File: src/hdl/dbcm_pkg.sv
// ----------------------------------------------------------------------------
// dbcm_pkg
// Shared types and constants for the depth band cross mask filter.
// ----------------------------------------------------------------------------
package dbcm_pkg;

    localparam int DEPTH_W    = 16;
    localparam int X_W        = 10;
    localparam int Y_W        = 9;
    localparam int CFG_IDX_W  = 3;
    localparam int CFG_DATA_W = 16;

    // smallest frame dimension the stencil works on
    localparam int MIN_FRAME_DIM = 3;

    typedef enum logic [CFG_IDX_W-1:0] {
        CFG_MIN_DEPTH    = 3'd0,
        CFG_MAX_DEPTH    = 3'd1,
        CFG_NOISE_TOL    = 3'd2,
        CFG_FRAME_WIDTH  = 3'd3,
        CFG_FRAME_HEIGHT = 3'd4
    } t_cfg_idx;

    localparam logic [DEPTH_W-1:0] RST_MIN_DEPTH    = 16'd500;
    localparam logic [DEPTH_W-1:0] RST_MAX_DEPTH    = 16'd1000;
    localparam logic [DEPTH_W-1:0] RST_NOISE_TOL    = 16'd10;
    localparam logic [X_W-1:0]     RST_FRAME_WIDTH  = 10'd640;
    localparam logic [Y_W-1:0]     RST_FRAME_HEIGHT = 9'd480;

    // configuration with frame size already clamped
    typedef struct packed {
        logic [DEPTH_W-1:0] depth_lo;
        logic [DEPTH_W-1:0] depth_hi;
        logic [DEPTH_W-1:0] noise_tol;
        logic [X_W-1:0]     frame_w;
        logic [Y_W-1:0]     frame_h;
    } t_cfg;

    typedef struct packed {
        logic [X_W-1:0] px;
        logic [Y_W-1:0] py;
    } t_pos;

endpackage

File: src/hdl/dbcm_res_if.sv
// ----------------------------------------------------------------------------
// dbcm_res_if
// Result channel: valid/ready with masked depth and pixel position.
// ----------------------------------------------------------------------------
interface dbcm_res_if;
    import dbcm_pkg::*;

    logic               valid;
    logic               ready;
    logic [DEPTH_W-1:0] mask_depth;
    logic [X_W-1:0]     pixel_x;
    logic [Y_W-1:0]     pixel_y;

    modport source (output valid, output mask_depth, output pixel_x, output pixel_y,
                    input ready);
    modport sink   (input valid, input mask_depth, input pixel_x, input pixel_y,
                    output ready);
endinterface

File: src/hdl/dbcm_stencil.sv
// ----------------------------------------------------------------------------
// dbcm_stencil
// Cross window registers, band and neighbor test, and the output register.
// ----------------------------------------------------------------------------
module dbcm_stencil #(
    parameter int SW = 16
) (
    input  logic            i_clk,
    input  logic            i_rst_n,
    input  dbcm_pkg::t_cfg  i_cfg,
    input  logic            i_s1_valid,
    input  dbcm_pkg::t_pos  i_s1_pos,
    input  logic [SW-1:0]   i_s1_pix,
    input  logic [2*SW-1:0] i_rd_data,
    output logic            o_advance,
    dbcm_res_if.source      o_res
);
    import dbcm_pkg::*;

    localparam logic [2:0] NEAR_LO = 3'd2;
    localparam logic [2:0] NEAR_HI = 3'd3;

    logic [SW-1:0]      r_above;
    logic [SW-1:0]      r_ctr;
    logic [SW-1:0]      r_left;
    logic [SW-1:0]      r_below;
    logic               r_out_valid;
    logic [DEPTH_W-1:0] r_mask;
    t_pos               r_pos;

    logic [SW-1:0]      rd_top;
    logic [SW-1:0]      rd_right;
    logic [2:0]         near_cnt;
    logic               in_band;
    logic               inner;
    logic               keep;
    logic [DEPTH_W-1:0] n_mask;

    function automatic logic is_near(input logic [SW-1:0]      nb,
                                     input logic [SW-1:0]      ctr,
                                     input logic [DEPTH_W-1:0] tol);
        logic [SW-1:0] diff;
        diff = (nb > ctr) ? (nb - ctr) : (ctr - nb);
        return DEPTH_W'(diff) < tol;
    endfunction

    always_comb begin
        rd_top   = i_rd_data[2*SW-1:SW];
        rd_right = i_rd_data[SW-1:0];

        near_cnt = {2'b00, is_near(r_below, r_ctr, i_cfg.noise_tol)}
                 + {2'b00, is_near(r_above, r_ctr, i_cfg.noise_tol)}
                 + {2'b00, is_near(r_left,  r_ctr, i_cfg.noise_tol)}
                 + {2'b00, is_near(rd_right, r_ctr, i_cfg.noise_tol)};

        in_band = (r_ctr != '0)
               && (DEPTH_W'(r_ctr) < i_cfg.depth_hi)
               && (DEPTH_W'(r_ctr) > i_cfg.depth_lo);

        inner = (i_s1_pos.px != '0) && (i_s1_pos.px != i_cfg.frame_w - 1'b1)
             && (i_s1_pos.py != '0) && (i_s1_pos.py != i_cfg.frame_h - 1'b1);

        keep   = in_band && inner && ((near_cnt == NEAR_LO) || (near_cnt == NEAR_HI));
        n_mask = keep ? DEPTH_W'(r_ctr) : '0;
    end

    assign o_advance = i_s1_valid && (!r_out_valid || o_res.ready);

    always_ff @(posedge i_clk) begin
        if (!i_rst_n) begin
            r_out_valid <= 1'b0;
        end else if (o_advance) begin
            r_out_valid <= 1'b1;
        end else if (o_res.ready) begin
            r_out_valid <= 1'b0;
        end
    end

    // slide the window one column and load the result
    always_ff @(posedge i_clk) begin
        if (o_advance) begin
            r_above <= rd_top;
            r_left  <= r_ctr;
            r_ctr   <= rd_right;
            r_below <= i_s1_pix;
            r_mask  <= n_mask;
            r_pos   <= i_s1_pos;
        end
    end

    assign o_res.valid      = r_out_valid;
    assign o_res.mask_depth = r_mask;
    assign o_res.pixel_x    = r_pos.px;
    assign o_res.pixel_y    = r_pos.py;

endmodule

File: src/flat_wrapper.sv
// flat-port wrapper written by rule: the top's interface ports become plain ports
module dbcm_stencil_flat import dbcm_pkg::*;
#(
    parameter int SW = 16
)
  (i_clk, i_rst_n, i_cfg, i_s1_valid, i_s1_pos, i_s1_pix, i_rd_data, o_advance, o_res_valid, o_res_mask_depth, o_res_pixel_x, o_res_pixel_y, o_res_ready);
  dbcm_res_if o_res_i ();
  input  logic i_clk;
  input  logic i_rst_n;
  input  dbcm_pkg::t_cfg i_cfg;
  input  logic i_s1_valid;
  input  dbcm_pkg::t_pos i_s1_pos;
  input  logic [SW-1:0] i_s1_pix;
  input  logic [2*SW-1:0] i_rd_data;
  output logic o_advance;
  output wire logic [$bits(o_res_i.valid)-1:0] o_res_valid;
  output wire logic [$bits(o_res_i.mask_depth)-1:0] o_res_mask_depth;
  output wire logic [$bits(o_res_i.pixel_x)-1:0] o_res_pixel_x;
  output wire logic [$bits(o_res_i.pixel_y)-1:0] o_res_pixel_y;
  input wire logic [$bits(o_res_i.ready)-1:0] o_res_ready;
  assign o_res_valid = o_res_i.valid;
  assign o_res_mask_depth = o_res_i.mask_depth;
  assign o_res_pixel_x = o_res_i.pixel_x;
  assign o_res_pixel_y = o_res_i.pixel_y;
  assign o_res_i.ready = o_res_ready;
  dbcm_stencil #(.SW(SW)) u_core (.i_clk(i_clk), .i_rst_n(i_rst_n), .i_cfg(i_cfg), .i_s1_valid(i_s1_valid), .i_s1_pos(i_s1_pos), .i_s1_pix(i_s1_pix), .i_rd_data(i_rd_data), .o_advance(o_advance), .o_res(o_res_i));
endmodule
File: config.mk
export PLATFORM = sky130hd
export DESIGN_NAME = dbcm_stencil_flat
export DESIGN_NICKNAME = d
export VERILOG_FILES = /design/src/hdl/dbcm_pkg.sv /design/src/hdl/dbcm_res_if.sv /design/src/hdl/dbcm_stencil.sv /design/src/flat_wrapper.sv
export SDC_FILE = /design/constraint.sdc
export NUM_CORES = 1
export LEC_CHECK = 0
export BUFFER_PORTS_ARGS = -buffer_cell sky130_fd_sc_hd__buf_2
export CORE_MARGIN = 2
export CORE_UTILIZATION = 55
export CTS_BUF_LIST = sky130_fd_sc_hd__clkbuf_8
export DETAILED_ROUTE_END_ITERATION = 16
export MAX_ROUTING_LAYER = met4
export PLACE_DENSITY_LB_ADDON = 0.12
export SLEW_MARGIN = 20
export SYNTH_ARGS = -nofsm -noshare
export SYNTH_HDL_FRONTEND = slang
export SYNTH_SLANG_ARGS = --single-unit
export TNS_END_PERCENT = 20
File: constraint.sdc
create_clock -name i_clk -period 7.2 [get_ports i_clk]
set_input_delay 0.72 -clock i_clk [delete_from_list [all_inputs] [get_ports i_clk]]
set_output_delay 0.72 -clock i_clk [all_outputs]
set_load 0.005 [all_outputs]
==> flow_summary.json <==
{
  "vdd_ir_drop_max_mv": 0.103,
  "synth_edf_count": 99,
  "netlist_instances": 1341,
  "area.growth.synth_to_final_pct": 11.5,
  "synthesis.area_um2": 12100,
  "ys.flop_type": "edfxtp_1",
  "relSlewSlack_pct": 40.3,
  "grt-ovfl-total": 0,
  "cp-end-kind": "register",
  "maxCapViolations": 0,
  "drv_slew": 0,
  "hold_class": "input pin to register",
  "core_um2": 21700,
  "io-pin-count": 175,
  "place_inst": 1774,
  "cts_tree": "done",
  "gp_congestion": 0.963,
  "worst-setup-path-type": "register to register",
  "grt_pass1_wl_mm": 55.7,
  "power_density_nw_per_um2": 166,
  "period_minus_slack_ps": 6720,
  "start_kind": "register",
  "wl_per_cell_um": 20.2,
  "power_frac_seq_pct": 32.4,
  "rsz0062_at_grt": "false",
  "p_comb_share_pct": 49.1,
  "cts_setup_buffers": 0,
  "fin_skew_ps": 26.0,
  "p_int_mw": 1.31,
  "drc": 0,
  "seq_area_frac_synth_pct": 24.8,
  "antenna_found_initial": 0,
  "syn_nets": 1707,
  "leakage_nw": 6.47,
  "root_buffer": "clkbuf_8",
  "diodes": 0,
  "yosysWarnings": 0,
  "ant_nets": 0,
  "status": "completed",
  "post-route-period-util_pct": 93.3,
  "avgSynthCellArea_um2": 8.99,
  "clock-sinks": 100,
  "io_buffers": 174,
  "drt_first_pass_iters": 7,
  "ys_seq_elements": 100,
  "start_util_pct": 55.6,
  "clockBufferDepth": 2,
  "holdWs_ps": 456,
  "cts_hold_buf": 0,
  "finalSetupViolCount": 0,
  "drtIter0Drc": 813,
  "sw_frac_of_total_pct": 41.6,
  "htreeDepth": 3,
  "vias_per_cell": 6.00,
  "hpwl_mm": 28.7,
  "power.switching_uw": 931,
  "fp.dieW_um": 152,
  "tns_ps": 0,
  "nets": 1871,
  "cts_buffers": 9,
  "grt_pass1_vias": 10200,
  "grt_max_degree": 54,
  "synth_cell_type_count": 79,
  "path_clk_slew_ps": 140,
  "drive_above_1_share_pct": 16.7,
  "grt_usage_pct": 31.5,
  "tightest_slew_ps": 887,
  "crit_arrival_ps": 7010,
  "final_hold_viol_count": 0,
  "fmax_mhz": 149,
  "clock_latency_ps": 420,
  "p_clk_share_pct": 18.5,
  "final_cells": 1790,
  "fp.dieH_um": 152,
  "required_ps": 7490,
  "dieArea_um2": 23100,
  "rows": 54,
  "synthArstFlopShare_pct": 0,
  "routed_wl_mm": 36.2,
  "cp_max_fo": 15,
  "route.vias.total": 10700
}
==> stage by stage <==
step                worst slack, ps  cell area [µm²]  total power [mW]  utilization (%)
floorplan                      1270            12100              1.50                -
global placement                716            13200              1.79             61.0
detailed placement              534            13200              1.81             61.0
CTS                             476            13400              2.23             62.0
global route                    114            13500              2.39             62.0
finish                          483            13500              2.24             62.0
==> cell type report <==
class / count / area (µm²)
sequential: 100 / 2990
clock buffer: 9 / 124
timing repair buffer: 205 / 1100
clock inverter: 7 / 91.3
fill: 1897 / 8240
inverter: 148 / 556
tap: 280 / 350
multi-input combinational: 1041 / 8230
==> Yosys cell counts (all sizes together) (16+ instances only) <==
cell | instances | area [µm²]
xor2 | 40 | 350
o211ai | 18 | 140
a31oi | 16 | 100
a211oi | 18 | 140
nor2b | 22 | 138
nor2 | 51 | 199
o21ai | 77 | 385
nand2 | 67 | 251
o21a | 16 | 120
a21o | 56 | 420
mux2i | 29 | 290
nand4 | 28 | 181
and2 | 21 | 131
a21oi | 115 | 583
clkbuf | 17 | 63.8
nor3 | 25 | 136
edfxtp | 99 | 2970
ha | 219 | 2740
inv | 148 | 556
xnor2 | 40 | 350
buf | 35 | 231
nand3 | 28 | 140
==> critical path: stages, from the launching register on <==
cell and delay (ps):
edfxtp_1 620, inv_1 300, ha_1 480, and2_1 280, and3_1 210, nand4_1 110
a21oi_2 520, buf_4 330, mux2_2 380, xnor2_1 150, ha_1 200, nor3_1 170
o211ai_1 120, a31o_2 250, a21oi_1 150, o21a_1 200, ha_1 270, fa_1 450
ha_1 210, nor2_1 80, nand4_1 110, nor4_1 160, o21ai_0 190, nor4_4 270
buf_4 230, and2_1 140
==> power by group through the flow <==
| stage | Clock, mW | Sequential (mW) | Combinational (mW) |
|---|---|---|---|
| after CTS | 0.424 | 0.725 | 1.08 |
| after detailed placement | 0 | 0.737 | 1.07 |
| final | 0.414 | 0.726 | 1.10 |
| after global placement | 0 | 0.738 | 1.05 |
| after global routing | 0.445 | 0.729 | 1.22 |
| after floorplan | 0 | 0.736 | 0.767 |
==> placed cells by master, fill, tap and decap left out, types with 16 or more instances in the layout <==
master,Yosys,routed
xor2_1,40,40
buf_2,23,174
nor2_1,50,50
edfxtp_1,99,99
buf_4,2,31
o21ai_0,76,76
inv_1,148,148
nor2b_1,22,21
ha_1,219,219
nand3_1,28,28
o211ai_1,17,17
xnor2_1,40,40
o21a_1,16,16
mux2i_1,29,29
a211oi_1,17,17
nand4_1,27,27
a21oi_1,113,112
a21o_1,56,56
a31oi_1,16,16
nand2_1,67,67
nor3_1,24,24
and2_1,21,21
==> kinds of logic (layout without fill, tap and decap cells) <==
family	after synthesis	count (layout)	share of synthesized area, %
compound gates	395	395	21.4
flops	100	100	24.8
fa+ha+maj	228	228	24.2
buf+inv	200	369	7.06
simple gates	302	302	13.7
mux	36	36	3.06
xor+xnor	80	80	5.81
==> routing by layer <==
layer  vias up  GRT usage, %  part of all wire (%)
met5         -             -                     0
met4         0          10.7                   3.7
met3        76          4.31                   6.8
met2       455          49.1                    45
met1      4979          42.3                    45
li1       5227             -                     -
==> state kept, by name (all words and copies together) (netlist names) <==
name / flops
u_core.r_left: 16
u_core.o_res.mask_depth: 16
u_core.o_res.valid: 1
u_core.o_res.pixel_x: 10
u_core.r_ctr: 16
u_core.r_below: 16
u_core.r_above: 16
u_core.o_res.pixel_y: 9
==> repair_timing <==
item / in CTS / in global routing
gates resized for setup: 0 / 1
endpoints found under the hold margin: 0 / 0
endpoints found under the setup margin: 0 / 16
==> worst paths after layout <==
path                 startpoint                          end  slack, ps  depth (start not counted)
max             u_core.r_ctr[9]  u_core.o_res.mask_depth[10]        480                         25
min reg2reg  u_core.o_res.valid           u_core.o_res.valid        670                          2
max reg2reg     u_core.r_ctr[9]  u_core.o_res.mask_depth[10]        480                         25
min               i_rd_data[26]           u_core.r_above[10]        460                          1
(Power assumes the default switching activity.)
