**config.mk**
```make
export PLATFORM = sky130hd
export DESIGN_NAME = dbcm_cfg
export DESIGN_NICKNAME = d
export VERILOG_FILES = /design/src/hdl/dbcm_pkg.sv /design/src/hdl/dbcm_cfg.sv
export SDC_FILE = /design/constraint.sdc
export NUM_CORES = 1
export LEC_CHECK = 0
export ABC_CLOCK_PERIOD_IN_PS = 2890
export BUFFER_PORTS_ARGS = -buffer_cell sky130_fd_sc_hd__buf_2
export CORE_MARGIN = 1.5
export CORE_UTILIZATION = 50
export CTS_CLUSTER_SIZE = 24
export DETAILED_ROUTE_END_ITERATION = 16
export HOLD_SLACK_MARGIN = 0.06
export PLACE_DENSITY = 0.89
export REMOVE_ABC_BUFFERS = 1
export SYNTH_ARGS = -nofsm -noshare
export SYNTH_HDL_FRONTEND = slang
export SYNTH_SLANG_ARGS = --single-unit
```
**constraint.sdc**
```tcl
create_clock -name i_clk -period 2.89 [get_ports i_clk]
set_input_delay 0.1445 -clock i_clk [delete_from_list [all_inputs] [get_ports i_clk]]
set_output_delay 0.1445 -clock i_clk [all_outputs]
set_load 0.02 [all_outputs]
```
**src/hdl/dbcm_pkg.sv**
```systemverilog
// ----------------------------------------------------------------------------
// dbcm_pkg
// Shared types and constants for the depth band cross mask filter.
// ----------------------------------------------------------------------------
package dbcm_pkg;

    localparam int DEPTH_W    = 16;
    localparam int X_W        = 10;
    localparam int Y_W        = 9;
    localparam int CFG_IDX_W  = 3;
    localparam int CFG_DATA_W = 16;

    // smallest frame dimension the stencil works on
    localparam int MIN_FRAME_DIM = 3;

    typedef enum logic [CFG_IDX_W-1:0] {
        CFG_MIN_DEPTH    = 3'd0,
        CFG_MAX_DEPTH    = 3'd1,
        CFG_NOISE_TOL    = 3'd2,
        CFG_FRAME_WIDTH  = 3'd3,
        CFG_FRAME_HEIGHT = 3'd4
    } t_cfg_idx;

    localparam logic [DEPTH_W-1:0] RST_MIN_DEPTH    = 16'd500;
    localparam logic [DEPTH_W-1:0] RST_MAX_DEPTH    = 16'd1000;
    localparam logic [DEPTH_W-1:0] RST_NOISE_TOL    = 16'd10;
    localparam logic [X_W-1:0]     RST_FRAME_WIDTH  = 10'd640;
    localparam logic [Y_W-1:0]     RST_FRAME_HEIGHT = 9'd480;

    // configuration with frame size already clamped
    typedef struct packed {
        logic [DEPTH_W-1:0] depth_lo;
        logic [DEPTH_W-1:0] depth_hi;
        logic [DEPTH_W-1:0] noise_tol;
        logic [X_W-1:0]     frame_w;
        logic [Y_W-1:0]     frame_h;
    } t_cfg;

    typedef struct packed {
        logic [X_W-1:0] px;
        logic [Y_W-1:0] py;
    } t_pos;

endpackage

```
**src/hdl/dbcm_cfg.sv**
```systemverilog
// ----------------------------------------------------------------------------
// dbcm_cfg
// Configuration registers; frame size is clamped to the supported range.
// ----------------------------------------------------------------------------
module dbcm_cfg #(
    parameter int MAX_WIDTH  = 640,
    parameter int MAX_HEIGHT = 480
) (
    input  logic                            i_clk,
    input  logic                            i_rst_n,
    input  logic                            i_cfg_we,
    input  logic [dbcm_pkg::CFG_IDX_W-1:0]  i_cfg_idx,
    input  logic [dbcm_pkg::CFG_DATA_W-1:0] i_cfg_data,
    output dbcm_pkg::t_cfg                  o_cfg
);
    import dbcm_pkg::*;

    logic [DEPTH_W-1:0] r_depth_lo;
    logic [DEPTH_W-1:0] r_depth_hi;
    logic [DEPTH_W-1:0] r_noise_tol;
    logic [X_W-1:0]     r_frame_w;
    logic [Y_W-1:0]     r_frame_h;

    always_ff @(posedge i_clk) begin
        if (!i_rst_n) begin
            r_depth_lo  <= RST_MIN_DEPTH;
            r_depth_hi  <= RST_MAX_DEPTH;
            r_noise_tol <= RST_NOISE_TOL;
            r_frame_w   <= RST_FRAME_WIDTH;
            r_frame_h   <= RST_FRAME_HEIGHT;
        end else if (i_cfg_we) begin
            unique case (t_cfg_idx'(i_cfg_idx))
                CFG_MIN_DEPTH:    r_depth_lo  <= i_cfg_data[DEPTH_W-1:0];
                CFG_MAX_DEPTH:    r_depth_hi  <= i_cfg_data[DEPTH_W-1:0];
                CFG_NOISE_TOL:    r_noise_tol <= i_cfg_data[DEPTH_W-1:0];
                CFG_FRAME_WIDTH:  r_frame_w   <= i_cfg_data[X_W-1:0];
                CFG_FRAME_HEIGHT: r_frame_h   <= i_cfg_data[Y_W-1:0];
                default: begin
                end
            endcase
        end
    end

    always_comb begin
        o_cfg.depth_lo  = r_depth_lo;
        o_cfg.depth_hi  = r_depth_hi;
        o_cfg.noise_tol = r_noise_tol;

        if (32'(r_frame_w) < 32'(MIN_FRAME_DIM)) begin
            o_cfg.frame_w = X_W'(MIN_FRAME_DIM);
        end else if (32'(r_frame_w) > 32'(MAX_WIDTH)) begin
            o_cfg.frame_w = X_W'(MAX_WIDTH);
        end else begin
            o_cfg.frame_w = r_frame_w;
        end

        if (32'(r_frame_h) < 32'(MIN_FRAME_DIM)) begin
            o_cfg.frame_h = Y_W'(MIN_FRAME_DIM);
        end else if (32'(r_frame_h) > 32'(MAX_HEIGHT)) begin
            o_cfg.frame_h = Y_W'(MAX_HEIGHT);
        end else begin
            o_cfg.frame_h = r_frame_h;
        end
    end

endmodule

```
==> results of run 1 <==
[final cells by class]
type                       count  area (sq um)
fill                         464          1753
sequential                    67          1341
multi-input combinational    233          1195
timing repair buffer          94         493.0
clock buffer                  13         168.9
tap                           70         87.58
clock inverter                 3         68.82
[worst register-to-register path, stage by stage, from the launching register on]
cell	delay, ns
dfxtp_1	0.37
mux2i_1	0.15
nand2_1	0.07
[registers in the layout (all words and copies together) (netlist names)]
| signal | count |
|---|---|
| r_depth_lo | 16 |
| r_noise_tol | 16 |
| r_frame_w | 10 |
| r_frame_h | 9 |
| r_depth_hi | 16 |
[layout by cell type, fill, tap and decap left out, drive strengths merged, types with 3 or more instances in the layout]
cell and n:
a21boi 25, and3 3, o21ai 24, and2 3, nor2 5, dfxtp 67
mux2i 4, dlygate4sd3 3, clkbuf 13, nand3 39, buf 91, nand4bb 3
a31oi 3, nand2 113
[power by group through the flow]
| stage | Combinational [mW] | Clock, mW | Sequential, mW |
|---|---|---|---|
| CTS | 0.164 | 0.915 | 0.960 |
| finish | 0.164 | 0.900 | 0.960 |
| detailed placement | 0.161 | 0 | 0.981 |
| global route | 0.182 | 0.961 | 0.963 |
| global placement | 0.157 | 0 | 0.980 |
| floorplan | 0.0558 | 0 | 1.00 |
[cell usage after synthesis]
library cell | number | share of area [%]
and2_1 | 3 | 0.71
nor3_1 | 2 | 0.38
buf_4 | 1 | 0.28
buf_2 | 5 | 0.95
buf_1 | 1 | 0.14
dfxtp_1 | 67 | 51
mux2i_1 | 4 | 1.5
clkbuf_2 | 2 | 0.38
nand4_1 | 1 | 0.24
buf_6 | 1 | 0.43
nand2b_1 | 1 | 0.24
nor2_1 | 5 | 0.71
nor2b_1 | 1 | 0.24
a21boi_1 | 7 | 2.0
nor4b_4 | 1 | 0.90
nor4_1 | 1 | 0.24
a31oi_1 | 3 | 0.71
nor4bb_1 | 2 | 0.76
nand4bb_1 | 3 | 1.3
a21boi_0 | 18 | 5.1
nand4b_2 | 1 | 0.57
nand3_1 | 39 | 7.4
o21ai_0 | 24 | 4.5
nand2_1 | 113 | 16
clkbuf_1 | 17 | 2.4
or4b_1 | 1 | 0.38
and3_1 | 3 | 0.71
[cells by family after synthesis]
group / synth area share (%)
AND/OR/NAND/NOR: 30.78
flip-flops: 50.76
AO/OA/AOI/OAI: 12.36
buffers and inverters: 4.593
multiplexers: 1.515
[layer usage]
| metal | vias up | track usage, % |
|---|---|---|
| met5 | - | 0 |
| met4 | 0 | 9.524 |
| met3 | 8 | 6.085 |
| met2 | 89 | 38.30 |
| met1 | 1150 | 29.16 |
| li1 | 1252 | - |
[per-stage QoR]
step	std cells	power, mW
after floorplan	300	1.058
after global placement	461	1.137
after detailed placement	461	1.142
after CTS	480	2.039
after global routing	480	2.105
final	480	2.025
[worst min-delay path by stage]
stage                                   endpoint  slack (ns)  cells after the start
CTS                 r_noise_tol[11]$_SDFFE_PN0P_        0.06                      3
floorplan              r_frame_w[7]$_SDFFE_PN1P_        0.21                      1
global route        r_noise_tol[14]$_SDFFE_PN0P_        0.07                      3
detailed placement   r_depth_hi[13]$_SDFFE_PN0P_        0.41                      3
finish              r_noise_tol[11]$_SDFFE_PN0P_        0.07                      3
global placement     r_depth_hi[13]$_SDFFE_PN0P_        0.41                      3
==> results.yml, run 1 <==
route:
  routed.top_layer: "met4"
  num_vias: 2499
  drc: 0
  wl_um: 6355
  wl_met1_um: 2857
  dr.pass1.iters: 4
  wl_per_cell_um: 13.24
  postRouteAntennaNets: 0
  post_drt_via_cell_ratio: 5.206
  wl_met3_um: 421
  drtIter0Drc: 189
  met2_length_um: 2999
cts:
  cts_root_buf: "clkbuf_8"
  cts_max_path_buffers: 2
  cts_num_sinks: 67
  cts_made_buffers: 9
  cts-resized-gates: 0
  cts_tree: "yes"
  path_clk_slew_ns: 0.08
  h-tree-depth: 3
  worstSkewPairLatency_ns: 0.33
  postCtsSetupRepairBufs: 0
  cts-hold-fix-buffers: 3
logic_synthesis:
  syn_area_sq_um: 2643
  yosysSeqAreaShare_pct: 50.76
  synthCells: 327
  ys_types: 27
  syn_avg_cell_area_sq_um: 8.081
  ys_warn_count: 0
  ys_ff_latch: 67
global_route:
  grt_max_degree: 84
  grt_pass1_wl_um: 9908
  grt_pass1_vias: 2178
  grt_usage_pct: 23.30
  grt-ovfl-total: 0
  antenna_found_initial: 0
critical_path:
  path_max_fanout: 4
  crit_required_ns: 2.75
  path_depth: 4
  endpoint: "o_cfg[0]"
  cp_top_family: "simple AND/OR/NAND/NOR gates"
  crit_path_cell_trace: "nor4_1, nand3_1, nand2_1, buf_2"
  reg2reg_depth: 2
  r2r-end: "r_frame_w[9]$_SDFFE_PN1P_"
  max_stage_delay_ns: 0.35
  worst-path-buf-inv: 1
  critical_path.slowest_cell: "dfxtp_1"
  critPathKind: "flip-flop to primary output"
  start_kind: "flip-flop"
  critPathCaptureType: "primary output"
  r2r-start: "r_frame_w[9]$_SDFFE_PN1P_"
  r2r_slack_ns: 2.15
  arrival_ns: 1.46
  startpoint: "r_frame_h[5]$_SDFFE_PN1P_"
die:
  fp.dieH_um: 75.70
  core_sq_um: 5107
  initial_core_util_pct: 51.74
  die_w_um: 75.70
  dieArea_sq_um: 5730
  ios: 89
  rows: 26
sta:
  setup_violations: 0
  whs_ns: 0.06584
  min_period_over_period_pct: 55.37
  drv_slew: 0
  period_minus_slack_ns: 1.600
  fmax_mhz: 624.9
  finClkSkew_ns: 0
  slew_headroom_pct: 38.80
  worst_pin_slew_ns: 0.9166
  finalHoldViolations: 0
  rsz0062_at_grt: "false"
  setup_tns_ns: 0
  setup_ws_ns: 1.290
place:
  dp_hpwl_um: 4423
  port_buffers: 88
  gp_congestion: 0.7946
  pre_cts_slack_ns: 1.312
  dpl-instance-area_sq_um: 3087
power:
  p_int_mw: 1.563
  switching_share_pct: 22.80
  ir_drop_mv: 0.3133
  power_frac_comb_pct: 8.1
  pwr-share-seq_pct: 47.4
  p_per_area_nw_per_um2: 603.7
  power_frac_clock_pct: 44.5
  p_leak_nw: 1.533
  power_switching_mw: 0.4617
min_path:
  hold_path.class: "input port to flip-flop"
  hp-start: "i_cfg_data[11]"
job:
  cap_violations: 0
layout:
  drive_gt1_share_pct: 26.59
  design_area_sq_um: 3354
  area_growth_pct: 26.94
  num-nets-final: 427
  postLayoutCoreUtil_pct: 65.68
  n_antenna_cell: 0
run_status:
  status: "finished, final reports clean"
(Power assumes the default switching activity.)
==> run 2: changes to the inputs <==
ABC_AREA = 1   (was not set)
ABC_CLOCK_PERIOD_IN_PS = 1300   (was 2890)
CORE_UTILIZATION = 44   (was 50)
PLACE_DENSITY = 0.84   (was 0.89)
clock period = 1.3 ns   (was 2.89 ns; I/O delays follow)
==> run 2 against run 1 <==
The run now ends with negative setup slack left. Clock-buffer cell count is 1 lower. Clock skew stayed put. Synthesized area fell by 2.1%. Sequential share of layout area shrank 3.2 points. Worst hold slack improved by 0.026 ns. Core utilization grew 0.72 points. Die area is 11% higher. Largest power group unchanged. Highest routed layer unchanged.
==> results.yml, run 2 <==
route:
  postRouteAntennaNets: 0
  num_vias: 2756
  wl_per_cell_um: 13.73
  drtIter0Drc: 146
  drc: 0
  post_drt_via_cell_ratio: 5.029
  dr.pass1.iters: 4
  wl_um: 7523
logic_synthesis:
  synth_top_family_by_area: "simple AND/OR/NAND/NOR gates"
  synth_edf_count: 0
  yosysSeqAreaShare_pct: 51.84
  synthMostInstantiatedCell: "nor2_1"
  synthCells: 353
  synthArstFlopShare_pct: 0
  ys_types: 22
  synthXorXnorAreaFrac_pct: 0
  yosys.area_share.simple_pct: 29.26
  synthAdderAreaFrac_pct: 0
  synth.top_cells.by_count: "nor2_1 (84), nand2_1 (69), dfxtp_1 (67)"
  synth_mux_area_share_pct: 0
  ys_warn_count: 0
  ys_ff_latch: 67
  yosys-top-cells-area: "dfxtp_1 (52%), nor2_1 (12%), nand2_1 (10%)"
  synth_top_flop_cell: "dfxtp_1"
  synth-compound-area-share_pct: 11.46
  syn_area_sq_um: 2587
  syn_avg_cell_area_sq_um: 7.330
  synth_area_leader_cell: "dfxtp_1"
  synth_top_area_share_pct: 51.84
sta:
  finalHoldViolations: 0
  min_period_over_period_pct: 120.9
  setup_violations: 12
  worst_pin_slew_ns: 0.3462
  setup_ws_ns: -0.2719
  finClkSkew_ns: 0
  drv_slew: 0
  rsz0062_at_grt: "true"
  fmax_mhz: 636.2
  slew_headroom_pct: 76.92
  period_minus_slack_ns: 1.572
place:
  gp_congestion: 0.8456
  pre_cts_slack_ns: 0.1002
  dp.cells: 500
  port_buffers: 88
  dp_hpwl_um: 4602
cts:
  worstSkewPairLatency_ns: 0.34
  cts_max_path_buffers: 2
  path_clk_slew_ns: 0.07
  cts_made_buffers: 9
  h-tree-depth: 3
  cts_tree: "yes"
  cts_num_sinks: 67
  cts_root_buf: "clkbuf_8"
die:
  ios: 89
  rows: 27
  fp.dieH_um: 79.69
  die_w_um: 79.69
  dieArea_sq_um: 6350
  initial_core_util_pct: 46.42
  core_sq_um: 5574
critical_path:
  crit_path_cell_trace: "nor2_4, nand2_2, o21ai_4, nand2_4, nor2_1, buf_4"
  worst-path-buf-inv: 1
  critPathCaptureType: "primary output"
  critical_path.slowest_cell: "dfxtp_2"
  startpoint: "r_frame_w[2]$_SDFFE_PN0P_"
  critPathKind: "flip-flop to primary output"
  r2r-start: "r_frame_w[5]$_SDFFE_PN0P_"
  start_kind: "flip-flop"
  cp_top_family: "simple AND/OR/NAND/NOR gates"
  crit_required_ns: 1.24
  arrival_ns: 1.51
  max_stage_delay_ns: 0.35
  path_max_fanout: 5
global_route:
  grt_pass1_vias: 2490
  grt_max_degree: 43
  grt_usage_pct: 23.71
  antenna_found_initial: 0
  grt-ovfl-total: 0
  grt_pass1_wl_um: 11340
power:
  p_leak_nw: 1.764
  ir_drop_mv: 0.9543
  p_per_area_nw_per_um2: 1177
run_status:
  status: "finished, violations left"
  violations: "negative setup slack"
layout:
  drive_gt1_share_pct: 35.50
  n_antenna_cell: 0
  final_common_cell: "nor2_1"
  num-nets-final: 494
  area_growth_pct: 43.04
  largestRegisters: "r_depth_hi x16, r_depth_lo x16, r_noise_tol x16"
  layout_common_cells: "nor2_1 (76), buf_2 (75), nand2_1 (63)"
  fin_cells: 548
min_path:
  hold_path.class: "input port to flip-flop"
  hp-start: "i_rst_n"
job:
  cap_violations: 0
[run 2: cell count changes after synthesis, moves of 7 or more]
cell / change
a21boi_1: -7
clkbuf_1: -7
nor2_1: +79
a21oi_1: +14
a21boi_0: -18
nand2_1: -44
o21ai_0: +17
nand3_1: -13
inv_1: +19
[run 2: final timing paths]
| path | cells past startpoint | endpoint | slack, ns |
|---|---|---|---|
| worst max-delay path | 6 | o_cfg[12] | -0.27 |
| worst min-delay path | 2 | r_frame_w[9]$_SDFFE_PN1P_ | 0.09 |
| worst max register to register | 3 | r_frame_w[5]$_SDFFE_PN0P_ | 0.56 |
| worst min register to register | 2 | r_depth_lo[5]$_SDFFE_PN1P_ | 0.47 |
[run 2: metal layers]
metal  share of wire [%]  global-route usage, %  vias up
met5                   0                      0        -
met4                 3.1                  13.68        0
met3                 6.8                  7.086       26
met2                  50                  40.00      121
met1                  40                  26.32     1256
li1                    -                      -     1353
[run 2: layout make-up]
class,instances,area (sq um)
clock buffer,12,135.1
clock inverter,3,40.04
tap,72,90.09
sequential,67,1363
multi-input combinational,243,1142
fill,479,1873
inverter,24,90.09
timing repair buffer,127,840.8
[run 2: cells by family (layout without fill, tap and decap cells)]
family	after synthesis	in the layout
flip-flops	67	67
buffers and inverters	43	166
AND/OR/NAND/NOR	185	185
AO/OA/AOI/OAI	58	58
[run 2: per-stage QoR]
stage / TNS, ns / hold WS, ns / total power [mW] / utilization (%) / cell area, sq um
6_report: -2.062 / 0.09165 / 4.355 / 66.40 / 3701
5_1_grt: -3.020 / 0.08194 / 4.530 / 66.40 / 3701
4_1_cts: -1.528 / 0.07291 / 4.313 / 63.12 / 3518
3_5_place_dp: 0 / 0.3323 / 2.669 / 55.13 / 3073
3_3_place_gp: 0 / 0.3311 / 2.656 / 55.13 / 3073
2_1_floorplan: 0 / 0.1491 / 2.464 / - / 2485
[run 2: repair_timing]
action / CTS / global route
buffers inserted: 8 / 10
resized for setup: 29 / 39
hold buffers: 16 / 0
hold endpoints to repair: 51 / 0
endpoints found under the setup margin: 13 / 14
pin swaps: 9 / 11
[run 2: report_power, final]
part | total (mW) | switching (mW) | internal, mW
combinational | 0.591 | 0.354 | 0.237
sequential | 2.16 | 0.0417 | 2.12
clock | 1.60 | 0.730 | 0.871
total | 4.35 | 1.13 | 3.23
[run 2: worst register-to-register path, stage by stage, from the launching register on]
cell and delay (ns):
dfxtp_2 0.36, buf_4 0.12, nand2_1 0.04, a21oi_1 0.15
